==> src/sv/rne_pkg.sv <==
`timescale 1ns / 1ps
// rne_pkg: shared types, constants and helper functions of the roman numeral encoder
// no dependencies; imported by every module of the block

package rne_pkg;

    // widths of the payload fields
    localparam int VALUE_W = 12;
    localparam int GLYPH_W = 7;
    localparam int CFG_DATA_W = 1;
    localparam int CFG_IDX_W = 1;

    // largest value that has a numeral
    localparam logic [VALUE_W-1:0] MAX_VALUE = 12'd3999;

    // depth of the command queue between front and back
    localparam int CMD_FIFO_DEPTH = 2;

    // configuration register indexes
    localparam logic [CFG_IDX_W-1:0] CFG_ALLOW_ZERO = 1'd0;
    localparam logic [CFG_IDX_W-1:0] CFG_FOUR_ONES = 1'd1;

    // decimal place indexes
    localparam logic [1:0] PLACE_ONES = 2'd0;
    localparam logic [1:0] PLACE_TENS = 2'd1;
    localparam logic [1:0] PLACE_HUND = 2'd2;
    localparam logic [1:0] PLACE_THOU = 2'd3;

    // ascii codes of the numeral characters
    localparam logic [GLYPH_W-1:0] GLYPH_NONE = 7'h00;
    localparam logic [GLYPH_W-1:0] GLYPH_I = 7'h49;
    localparam logic [GLYPH_W-1:0] GLYPH_V = 7'h56;
    localparam logic [GLYPH_W-1:0] GLYPH_X = 7'h58;
    localparam logic [GLYPH_W-1:0] GLYPH_L = 7'h4C;
    localparam logic [GLYPH_W-1:0] GLYPH_C = 7'h43;
    localparam logic [GLYPH_W-1:0] GLYPH_D = 7'h44;
    localparam logic [GLYPH_W-1:0] GLYPH_M = 7'h4D;
    localparam logic [GLYPH_W-1:0] GLYPH_N = 7'h4E;

    // role of a character within one decimal digit
    typedef enum logic [1:0] {
        SYM_ONE,
        SYM_FIVE,
        SYM_TEN
    } t_sym;

    // front state machine
    typedef enum logic [2:0] {
        F_IDLE,
        F_THOU,
        F_HUND,
        F_TENS,
        F_PUSH
    } t_front_state;

    // back state machine
    typedef enum logic {
        B_IDLE,
        B_EMIT
    } t_back_state;

    // classified request handed from front to back
    typedef struct packed {
        logic       err;
        logic       zero;
        logic       long4;
        logic [1:0] d_th;
        logic [3:0] d_hu;
        logic [3:0] d_te;
        logic [3:0] d_on;
    } t_cmd;

    // one decimal digit split off a remainder
    typedef struct packed {
        logic [3:0]         digit;
        logic [VALUE_W-1:0] rem;
    } t_dec;

    // splits off the digit for one weight with parallel compares
    function automatic t_dec dec_step(input logic [VALUE_W-1:0] rem,
                                      input logic [13:0] weight);
        t_dec        res;
        logic [13:0] sub;
        res.digit = '0;
        sub = '0;
        for (int k = 1; k < 10; k++) begin
            if ({2'b00, rem} >= 14'(k) * weight) begin
                res.digit = 4'(k);
                sub = 14'(k) * weight;
            end
        end
        res.rem = 12'({2'b00, rem} - sub);
        return res;
    endfunction

    // number of characters that one digit takes
    function automatic logic [2:0] digit_len(input logic [3:0] d, input logic long4);
        logic [2:0] len;
        if (d == 4'd9) begin
            len = 3'd2;
        end else if (d == 4'd4 && !long4) begin
            len = 3'd2;
        end else if (d >= 4'd5) begin
            len = 3'(d - 4'd4);
        end else begin
            len = d[2:0];
        end
        return len;
    endfunction

    // role of the character at position k of a digit
    function automatic t_sym digit_sym(input logic [3:0] d, input logic [2:0] k,
                                       input logic long4);
        t_sym s;
        if (d == 4'd9) begin
            s = (k == 3'd0) ? SYM_ONE : SYM_TEN;
        end else if (d == 4'd4 && !long4) begin
            s = (k == 3'd0) ? SYM_ONE : SYM_FIVE;
        end else if (d >= 4'd5) begin
            s = (k == 3'd0) ? SYM_FIVE : SYM_ONE;
        end else begin
            s = SYM_ONE;
        end
        return s;
    endfunction

    // ascii character for a role at a decimal place
    function automatic logic [GLYPH_W-1:0] place_glyph(input logic [1:0] place,
                                                       input t_sym s);
        logic [GLYPH_W-1:0] g;
        unique case (place)
            PLACE_THOU: g = GLYPH_M;
            PLACE_HUND: begin
                unique case (s)
                    SYM_ONE:  g = GLYPH_C;
                    SYM_FIVE: g = GLYPH_D;
                    default:  g = GLYPH_M;
                endcase
            end
            PLACE_TENS: begin
                unique case (s)
                    SYM_ONE:  g = GLYPH_X;
                    SYM_FIVE: g = GLYPH_L;
                    default:  g = GLYPH_C;
                endcase
            end
            default: begin
                unique case (s)
                    SYM_ONE:  g = GLYPH_I;
                    SYM_FIVE: g = GLYPH_V;
                    default:  g = GLYPH_X;
                endcase
            end
        endcase
        return g;
    endfunction

    // digit of a request at a decimal place
    function automatic logic [3:0] digit_of(input t_cmd c, input logic [1:0] place);
        logic [3:0] d;
        unique case (place)
            PLACE_THOU: d = {2'b00, c.d_th};
            PLACE_HUND: d = c.d_hu;
            PLACE_TENS: d = c.d_te;
            default:    d = c.d_on;
        endcase
        return d;
    endfunction

    // mask of places that produce at least one character
    function automatic logic [3:0] place_mask(input t_cmd c);
        logic [3:0] m;
        for (int p = 0; p < 4; p++) begin
            m[p] = (digit_len(digit_of(c, 2'(p)), c.long4 && (p == 0)) != 3'd0);
        end
        return m;
    endfunction

    // index of the highest set bit of a place mask
    function automatic logic [1:0] top_place(input logic [3:0] m);
        logic [1:0] idx;
        idx = PLACE_ONES;
        for (int p = 0; p < 4; p++) begin
            if (m[p]) begin
                idx = 2'(p);
            end
        end
        return idx;
    endfunction

endpackage

==> src/sv/roman_numeral_encoder.sv <==
`timescale 1ns / 1ps
// roman_numeral_encoder: top level, configuration registers and front/queue/back wiring
// depends on rne_pkg, rne_front, rne_cmd_fifo, rne_back
//
// Usage:
//   Input queue: present i_value with push; a request is taken at an edge where
//   push is high and full is low. Results come out as a queue: while empty is
//   low, o_glyph/o_last/o_error show the oldest character; pop takes it.
//   Each value yields its numeral one ASCII character per result, o_last set on
//   the final one; an unencodable value yields one result with o_error set.
//   Config: i_cfg_we writes i_cfg_data[0] to register i_cfg_idx
//   (0 allow_zero, 1 four_ones); write only while the block is idle.
// Timing:
//   The front takes a value, splits off its thousands, hundreds and tens
//   digits one state each (ones are the remainder) and queues the request;
//   full is high from accept until the front is idle again. The back loads
//   a request, then emits one character per cycle while its result slot is
//   free; an error or N is emitted straight from idle. A stalled receiver
//   holds the result register; the back and then the front stop once the
//   request queue fills. Reset empties everything and clears both config
//   registers; no clearing pass.

module roman_numeral_encoder
    import rne_pkg::*;
#(
    parameter int FIFO_DEPTH = CMD_FIFO_DEPTH
) (
    input  logic                  i_clk,
    input  logic                  i_rst_n,
    input  logic                  push,
    input  logic [VALUE_W-1:0]    i_value,
    output logic                  full,
    output logic                  empty,
    input  logic                  pop,
    output logic [GLYPH_W-1:0]    o_glyph,
    output logic                  o_last,
    output logic                  o_error,
    input  logic                  i_cfg_we,
    input  logic [CFG_IDX_W-1:0]  i_cfg_idx,
    input  logic [CFG_DATA_W-1:0] i_cfg_data
);

    logic r_allow_zero;
    logic r_four_ones;
    logic cmd_push;
    logic cmd_full;
    logic cmd_valid;
    logic cmd_pop;
    t_cmd cmd_in;
    t_cmd cmd_out;

    // configuration registers
    always_ff @(posedge i_clk) begin
        if (!i_rst_n) begin
            r_allow_zero <= 1'b0;
            r_four_ones <= 1'b0;
        end else if (i_cfg_we) begin
            unique case (i_cfg_idx)
                CFG_ALLOW_ZERO: r_allow_zero <= i_cfg_data[0];
                CFG_FOUR_ONES:  r_four_ones <= i_cfg_data[0];
                default:        r_allow_zero <= r_allow_zero;
            endcase
        end
    end

    // range check and digit split
    rne_front u_front (
        .i_clk        (i_clk),
        .i_rst_n      (i_rst_n),
        .i_push       (push),
        .i_value      (i_value),
        .o_full       (full),
        .i_allow_zero (r_allow_zero),
        .i_four_ones  (r_four_ones),
        .o_cmd_push   (cmd_push),
        .o_cmd        (cmd_in),
        .i_cmd_full   (cmd_full)
    );

    // request queue
    rne_cmd_fifo #(
        .DEPTH (FIFO_DEPTH)
    ) u_fifo (
        .i_clk   (i_clk),
        .i_rst_n (i_rst_n),
        .i_wr    (cmd_push),
        .i_data  (cmd_in),
        .o_full  (cmd_full),
        .i_rd    (cmd_pop),
        .o_data  (cmd_out),
        .o_valid (cmd_valid)
    );

    // character emission
    rne_back u_back (
        .i_clk       (i_clk),
        .i_rst_n     (i_rst_n),
        .i_cmd_valid (cmd_valid),
        .i_cmd       (cmd_out),
        .o_cmd_pop   (cmd_pop),
        .o_empty     (empty),
        .i_pop       (pop),
        .o_glyph     (o_glyph),
        .o_last      (o_last),
        .o_error     (o_error)
    );

endmodule

==> src/sv/rne_front.sv <==
`timescale 1ns / 1ps
// rne_front: accepts values, checks their range and splits them into decimal digits
// depends on rne_pkg

module rne_front
    import rne_pkg::*;
(
    input  logic               i_clk,
    input  logic               i_rst_n,
    input  logic               i_push,
    input  logic [VALUE_W-1:0] i_value,
    output logic               o_full,
    input  logic               i_allow_zero,
    input  logic               i_four_ones,
    output logic               o_cmd_push,
    output t_cmd               o_cmd,
    input  logic               i_cmd_full
);

    t_front_state       r_state;
    t_front_state       n_state;
    logic [VALUE_W-1:0] r_rem;
    logic               r_err;
    logic               r_zero;
    logic               r_long4;
    logic [1:0]         r_d_th;
    logic [3:0]         r_d_hu;
    logic [3:0]         r_d_te;
    logic [13:0]        step_weight;
    t_dec               step;
    logic               accept;

    // next state
    always_comb begin
        n_state = r_state;
        unique case (r_state)
            F_IDLE: if (i_push) n_state = F_THOU;
            F_THOU: n_state = F_HUND;
            F_HUND: n_state = F_TENS;
            F_TENS: n_state = F_PUSH;
            F_PUSH: if (!i_cmd_full) n_state = F_IDLE;
            default: n_state = F_IDLE;
        endcase
    end

    // state outputs
    always_comb begin
        o_full = 1'b1;
        o_cmd_push = 1'b0;
        step_weight = 14'd1000;
        unique case (r_state)
            F_IDLE: o_full = 1'b0;
            F_THOU: step_weight = 14'd1000;
            F_HUND: step_weight = 14'd100;
            F_TENS: step_weight = 14'd10;
            F_PUSH: o_cmd_push = 1'b1;
            default: o_full = 1'b1;
        endcase
    end

    assign accept = i_push && !o_full;
    assign step = dec_step(r_rem, step_weight);

    always_ff @(posedge i_clk) begin
        if (!i_rst_n) begin
            r_state <= F_IDLE;
        end else begin
            r_state <= n_state;
        end
    end

    // classify on accept, then one digit per cycle
    always_ff @(posedge i_clk) begin
        if (accept) begin
            r_rem <= i_value;
            r_err <= (i_value > MAX_VALUE) || (i_value == '0 && !i_allow_zero);
            r_zero <= (i_value == '0);
            r_long4 <= i_four_ones;
        end else if (r_state == F_THOU) begin
            r_d_th <= step.digit[1:0];
            r_rem <= step.rem;
        end else if (r_state == F_HUND) begin
            r_d_hu <= step.digit;
            r_rem <= step.rem;
        end else if (r_state == F_TENS) begin
            r_d_te <= step.digit;
            r_rem <= step.rem;
        end
    end

    // request to the back
    always_comb begin
        o_cmd.err = r_err;
        o_cmd.zero = r_zero;
        o_cmd.long4 = r_long4;
        o_cmd.d_th = r_d_th;
        o_cmd.d_hu = r_d_hu;
        o_cmd.d_te = r_d_te;
        o_cmd.d_on = r_rem[3:0];
    end

endmodule

==> src/sv/rne_cmd_fifo.sv <==
`timescale 1ns / 1ps
// rne_cmd_fifo: short request queue between front and back
// depends on rne_pkg

module rne_cmd_fifo
    import rne_pkg::*;
#(
    parameter int DEPTH = CMD_FIFO_DEPTH
) (
    input  logic i_clk,
    input  logic i_rst_n,
    input  logic i_wr,
    input  t_cmd i_data,
    output logic o_full,
    input  logic i_rd,
    output t_cmd o_data,
    output logic o_valid
);

    localparam int PTR_W = (DEPTH > 1) ? $clog2(DEPTH) : 1;
    localparam int CNT_W = $clog2(DEPTH + 1);
    localparam logic [PTR_W-1:0] LAST_PTR = PTR_W'(DEPTH - 1);
    localparam logic [CNT_W-1:0] FULL_CNT = CNT_W'(DEPTH);

    t_cmd             r_mem [DEPTH];
    logic [PTR_W-1:0] r_wr_ptr;
    logic [PTR_W-1:0] r_rd_ptr;
    logic [CNT_W-1:0] r_count;
    logic             do_wr;
    logic             do_rd;

    assign o_full = (r_count == FULL_CNT);
    assign o_valid = (r_count != '0);
    assign do_wr = i_wr && !o_full;
    assign do_rd = i_rd && o_valid;
    assign o_data = r_mem[r_rd_ptr];

    // pointers and fill count
    always_ff @(posedge i_clk) begin
        if (!i_rst_n) begin
            r_wr_ptr <= '0;
            r_rd_ptr <= '0;
            r_count <= '0;
        end else begin
            if (do_wr) begin
                r_wr_ptr <= (r_wr_ptr == LAST_PTR) ? '0 : r_wr_ptr + PTR_W'(1);
            end
            if (do_rd) begin
                r_rd_ptr <= (r_rd_ptr == LAST_PTR) ? '0 : r_rd_ptr + PTR_W'(1);
            end
            if (do_wr && !do_rd) begin
                r_count <= r_count + CNT_W'(1);
            end else if (do_rd && !do_wr) begin
                r_count <= r_count - CNT_W'(1);
            end
        end
    end

    // storage
    always_ff @(posedge i_clk) begin
        if (do_wr) begin
            r_mem[r_wr_ptr] <= i_data;
        end
    end

endmodule

==> src/sv/rne_back.sv <==
`timescale 1ns / 1ps
// rne_back: walks a request's digits and emits one numeral character per cycle while its result slot is free
// depends on rne_pkg

module rne_back
    import rne_pkg::*;
(
    input  logic               i_clk,
    input  logic               i_rst_n,
    input  logic               i_cmd_valid,
    input  t_cmd               i_cmd,
    output logic               o_cmd_pop,
    output logic               o_empty,
    input  logic               i_pop,
    output logic [GLYPH_W-1:0] o_glyph,
    output logic               o_last,
    output logic               o_error
);

    t_back_state        r_state;
    t_back_state        n_state;
    t_cmd               r_cmd;
    logic [1:0]         r_place;
    logic [2:0]         r_pos;
    logic               r_out_valid;
    logic [GLYPH_W-1:0] r_glyph;
    logic               r_last;
    logic               r_err;

    logic               slot_free;
    logic [3:0]         cur_digit;
    logic               cur_long4;
    logic [2:0]         cur_len;
    logic [3:0]         cur_mask;
    logic [3:0]         lower_mask;
    logic               end_digit;
    logic               done;
    logic               load;
    logic               emit;
    logic [GLYPH_W-1:0] emit_glyph;
    logic               emit_last;
    logic               emit_err;

    assign slot_free = !r_out_valid || i_pop;

    // current character and what follows it
    assign cur_digit = digit_of(r_cmd, r_place);
    assign cur_long4 = r_cmd.long4 && (r_place == PLACE_ONES);
    assign cur_len = digit_len(cur_digit, cur_long4);
    assign cur_mask = place_mask(r_cmd);
    assign lower_mask = cur_mask & ((4'd1 << r_place) - 4'd1);
    assign end_digit = (r_pos + 3'd1 == cur_len);
    assign done = end_digit && (lower_mask == '0);

    // next state
    always_comb begin
        n_state = r_state;
        unique case (r_state)
            B_IDLE: begin
                if (i_cmd_valid && slot_free && !i_cmd.err && !i_cmd.zero) begin
                    n_state = B_EMIT;
                end
            end
            B_EMIT: if (slot_free && done) n_state = B_IDLE;
            default: n_state = B_IDLE;
        endcase
    end

    // state outputs
    always_comb begin
        o_cmd_pop = 1'b0;
        load = 1'b0;
        emit = 1'b0;
        emit_glyph = GLYPH_NONE;
        emit_last = 1'b0;
        emit_err = 1'b0;
        unique case (r_state)
            B_IDLE: begin
                if (i_cmd_valid && slot_free) begin
                    o_cmd_pop = 1'b1;
                    if (i_cmd.err) begin
                        emit = 1'b1;
                        emit_last = 1'b1;
                        emit_err = 1'b1;
                    end else if (i_cmd.zero) begin
                        emit = 1'b1;
                        emit_glyph = GLYPH_N;
                        emit_last = 1'b1;
                    end else begin
                        load = 1'b1;
                    end
                end
            end
            B_EMIT: begin
                emit = slot_free;
                emit_glyph = place_glyph(r_place, digit_sym(cur_digit, r_pos, cur_long4));
                emit_last = done;
            end
            default: emit = 1'b0;
        endcase
    end

    always_ff @(posedge i_clk) begin
        if (!i_rst_n) begin
            r_state <= B_IDLE;
            r_out_valid <= 1'b0;
        end else begin
            r_state <= n_state;
            if (slot_free) begin
                r_out_valid <= emit;
            end
        end
    end

    // walk position: start at the highest place that has characters
    always_ff @(posedge i_clk) begin
        if (load) begin
            r_cmd <= i_cmd;
            r_place <= top_place(place_mask(i_cmd));
            r_pos <= '0;
        end else if (r_state == B_EMIT && slot_free) begin
            if (end_digit) begin
                r_place <= top_place(lower_mask);
                r_pos <= '0;
            end else begin
                r_pos <= r_pos + 3'd1;
            end
        end
    end

    // result register
    always_ff @(posedge i_clk) begin
        if (slot_free && emit) begin
            r_glyph <= emit_glyph;
            r_last <= emit_last;
            r_err <= emit_err;
        end
    end

    assign o_empty = !r_out_valid;
    assign o_glyph = r_glyph;
    assign o_last = r_last;
    assign o_error = r_err;

endmodule

==> config.mk <==
export PLATFORM = sky130hd
export DESIGN_NAME = roman_numeral_encoder
export DESIGN_NICKNAME = d
export VERILOG_FILES = /design/src/sv/rne_pkg.sv /design/src/sv/roman_numeral_encoder.sv /design/src/sv/rne_front.sv /design/src/sv/rne_cmd_fifo.sv /design/src/sv/rne_back.sv
export SDC_FILE = /design/constraint.sdc
export NUM_CORES = 1
export LEC_CHECK = 0
export BUFFER_PORTS_ARGS = -buffer_cell sky130_fd_sc_hd__buf_2
export CORE_MARGIN = 2
export CORE_UTILIZATION = 30
export CTS_BUF_LIST = sky130_fd_sc_hd__clkbuf_16
export DETAILED_ROUTE_END_ITERATION = 8
export PLACE_DENSITY = 0.48
export RECOVER_POWER = 50
export SKIP_LAST_GASP = 1
export SLEW_MARGIN = 20
export SYNTH_ARGS = -nofsm -noshare
export SYNTH_HDL_FRONTEND = slang
export SYNTH_SLANG_ARGS = --single-unit
export TNS_END_PERCENT = 100
==> constraint.sdc <==
create_clock -name i_clk -period 4.4 [get_ports i_clk]
set_input_delay 0.44 -clock i_clk [delete_from_list [all_inputs] [get_ports i_clk]]
set_output_delay 0.44 -clock i_clk [all_outputs]
set_load 0.05 [all_outputs]
==> flow_summary.toml <==
[run_status]
status = "finished with violations"
failed_checks = "negative setup slack"

[hold_path]
holdPathStages = 3
hold_end = "r_allow_zero$_SDFFE_PN0P_"
min_from = "i_cfg_data"
min_path_type = "in2reg"

[setup_path]
critPathKind = "reg2reg"
start_kind = "register"
arrival_ns = 4.66
path_max_fanout = 6
critPathCaptureType = "register"
reg2reg_depth = 21
r2r-end = "u_front.r_rem[11]$_DFFE_PN_"
critPathRequiredTime_ns = 4.51
r2r-start = "u_front.r_state[1]$_SDFFE_PN0P_"
timing.reg2reg.setup_slack_ns = -0.16

[pwr]
peakVddDrop_mv = 0.537
power.leakage_uw = 0.00382
power.density_nw_per_um2 = 732

[timing]
tightestPinTransition_ns = 0.875
max_freq_mhz = 220
setup_viol = 1
drv_slew = 0
fin_crit_ns = 4.56
grt_setup_unrepaired = "yes"
skew_ns = 0.0115
final_hold_viol_count = 0
max-slew-margin-rel = 0.416
fin_ws_ns = -0.155
fin_crit_sh = 1.04

[detailed_routing]
ant_nets = 0
vias = 6005
drt_iter0_drc = 406
wl_um = 20400
wire_per_inst_um = 18.2
dr.pass1.iters = 5
viasPerCell = 5.34
drc = 0

[logic_synthesis]
ys_seq_elements = 99
async_reset_ff_frac = 0
synth_area_leaders = "edfxtp_1, ha_1, dfxtp_1"
ys.flop_type = "edfxtp_1"
synth_edf_count = 84
synth_top_area_frac = 0.368
synth_cell_types = 83
synthesis.area_um2 = 6850
avgSynthCellArea_um2 = 10.2
syn_inst = 671
synth_top_area_cell = "edfxtp_1"
ys_seq_area_frac = 0.412
synth_warnings = 0

[floorplanning]
die-height_um = 155
start_util = 0.304
dieArea_um2 = 24100
die_width_um = 155
num_rows = 55
coreArea_um2 = 22500
ios = 30

[clocking]
cts_tree = "yes"
cts_buffers = 9
clock_latency_ns = 0.36
holdBufCountCts = 0
path_clk_slew_ns = 0.08
htree_levels = 3
cts_num_sinks = 99
clock-root-buffer = "clkbuf_16"
cts_buffer_depth = 2

[final_layout]
fin_area_um2 = 9190
areaGrowthSynthToFinish_pct = 34.2
final_cells = 1124
final_cell_mix = "buf_4, edfxtp_1, nand2_1, ha_1, inv_1"
drive_gt1_frac = 0.347
layout_commonest_cell = "buf_4"
antenna_cells = 0
fin_nets = 919
utilization = 0.409

[global_routing]
grt_start_max_net_pins = 21
grt_pass1_vias = 6110
antenna_found_initial = 0
gr-total-overflow = 0
grt_pass1_wl_um = 31900
grt_use_total = 0.169

[place]
dp.cells = 1082
io_buffers = 28
place_hpwl_um = 15500
dpl_cell_area_um2 = 8160
routabilityCongestion = 0.958

[run]
cap_violations = 0
-- registers in the layout, summed over array words and instances (netlist names), named ones only --
name                count
r_allow_zero            1
r_four_ones             1
u_back.o_error          1
u_back.o_glyph          6
u_back.o_last           1
u_back.r_cmd           15
u_back.r_out_valid      1
u_back.r_place          2
u_back.r_pos            3
u_back.r_state          1
u_fifo.r_count          2
u_fifo.r_mem           34
u_fifo.r_rd_ptr         1
u_fifo.r_wr_ptr         1
u_front.r_d_hu          4
u_front.r_d_te          4
u_front.r_d_th          2
u_front.r_err           1
u_front.r_long4         1
u_front.r_rem          12
u_front.r_state         3
u_front.r_zero          1
-- per-layer routing --
metal / part of all wire / track usage
met5: 0 / 0
met4: 0.034 / 0.0692
met3: 0.045 / 0.0329
met2: 0.46 / 0.279
met1: 0.46 / 0.218
-- Yosys cell counts (3+ instances only) --
library cell,n
edfxtp_1,84
ha_1,66
nand2_1,53
inv_1,39
nor2_1,35
o21ai_0,34
a21oi_1,33
nor3_1,19
nand3_1,17
mux2_2,16
dfxtp_1,15
and3_1,13
o21a_1,13
xnor2_1,12
nor2b_1,11
a211oi_1,10
a21o_1,10
nand3b_1,9
a31oi_1,8
and2_1,8
buf_2,8
clkbuf_1,8
nand2b_1,8
xor2_1,8
mux2i_1,7
nor3b_1,7
a21boi_0,6
buf_1,6
o31ai_1,6
nor4_1,5
o211ai_1,5
o22ai_1,5
a2111oi_0,4
a211o_1,4
or3_1,4
a211oi_2,3
a22oi_1,3
nand4_1,3
o2111ai_1,3
o21ai_1,3
o2bb2ai_1,3
o311ai_1,3
-- report_power, final --
group          internal (uW)  switching [uW]  total, uW
logic                   2170            2290       4460
registers               1300             163       1460
clock network            445             359        803
total                   3910            2810       6730
-- kinds of logic after synthesis --
logic type | count (synthesis) | share of synthesized area
xor gates and xnor gates | 20 | 0.0256
muxes | 26 | 0.0453
DFF | 99 | 0.412
AOI/OAI and AO/OA | 188 | 0.200
and+or+nand+nor | 203 | 0.154
other | 2 | 0.00110
adders and majority gates | 66 | 0.121
buffers and inverters | 67 | 0.0415
-- timing repair --
| item | in CTS | in global routing |
|---|---|---|
| hold endpoints to repair | 0 | 0 |
| setup endpoints to repair | 6 | 7 |
| resized for setup | 48 | 68 |
| pin swaps | 26 | 63 |
| setup buffers | 19 | 10 |
-- cell type report --
class	count	area, um2
Multi-Input combinational cell	507	4290
Sequential cell	99	2830
Inverter	41	165
Clock buffer	9	225
Timing Repair Buffer	176	1250
Clock inverter	7	76.3
Fill cell	2118	13300
Tap cell	285	357
-- metrics by stage --
stage / setup TNS, ns / setup WS, ns / total power, uW / hold WS (ns)
floorplan: 0 / 0.0406 / 3700 / 0.408
global placement: -1.07 / -0.297 / 5050 / 0.424
CTS: -0.00449 / -0.00449 / 6250 / 0.356
global route: -0.744 / -0.308 / 7210 / 0.379
detailed placement: -1.14 / -0.338 / 5120 / 0.420
finish: -0.155 / -0.155 / 6730 / 0.360
-- worst max path at each step --
stage | end | startpoint
floorplan | u_front.r_rem[11]$_DFFE_PN_ | u_front.r_state[2]$_SDFFE_PN0P_
global route | u_front.r_rem[11]$_DFFE_PN_ | u_front.r_state[1]$_SDFFE_PN0P_
detailed placement | u_front.r_rem[10]$_DFFE_PN_ | u_front.r_state[2]$_SDFFE_PN0P_
finish | u_front.r_rem[11]$_DFFE_PN_ | u_front.r_state[1]$_SDFFE_PN0P_
CTS | u_front.r_rem[10]$_DFFE_PN_ | u_front.r_state[2]$_SDFFE_PN0P_
global placement | u_front.r_rem[10]$_DFFE_PN_ | u_front.r_state[1]$_SDFFE_PN0P_
-- worst max-delay path, cell delays in order (launching register included) --
cell and delay (ns):
dfxtp_4 0.37, buf_4 0.16, nand2_4 0.12, inv_6 0.05
buf_4 0.14, ha_1 0.29, nand2_1 0.08, a21oi_2 0.15
nor3b_2 0.06, o31a_1 0.35, o211ai_1 0.30, a21oi_2 0.12
o311ai_4 0.29, and2_1 0.22, ha_4 0.21, o21a_1 0.21
o21a_1 0.22, o2111ai_2 0.26, a31oi_2 0.14, a31oi_1 0.27
nor4b_4 0.26, a211oi_2 0.06
(Power assumes the default switching activity.)
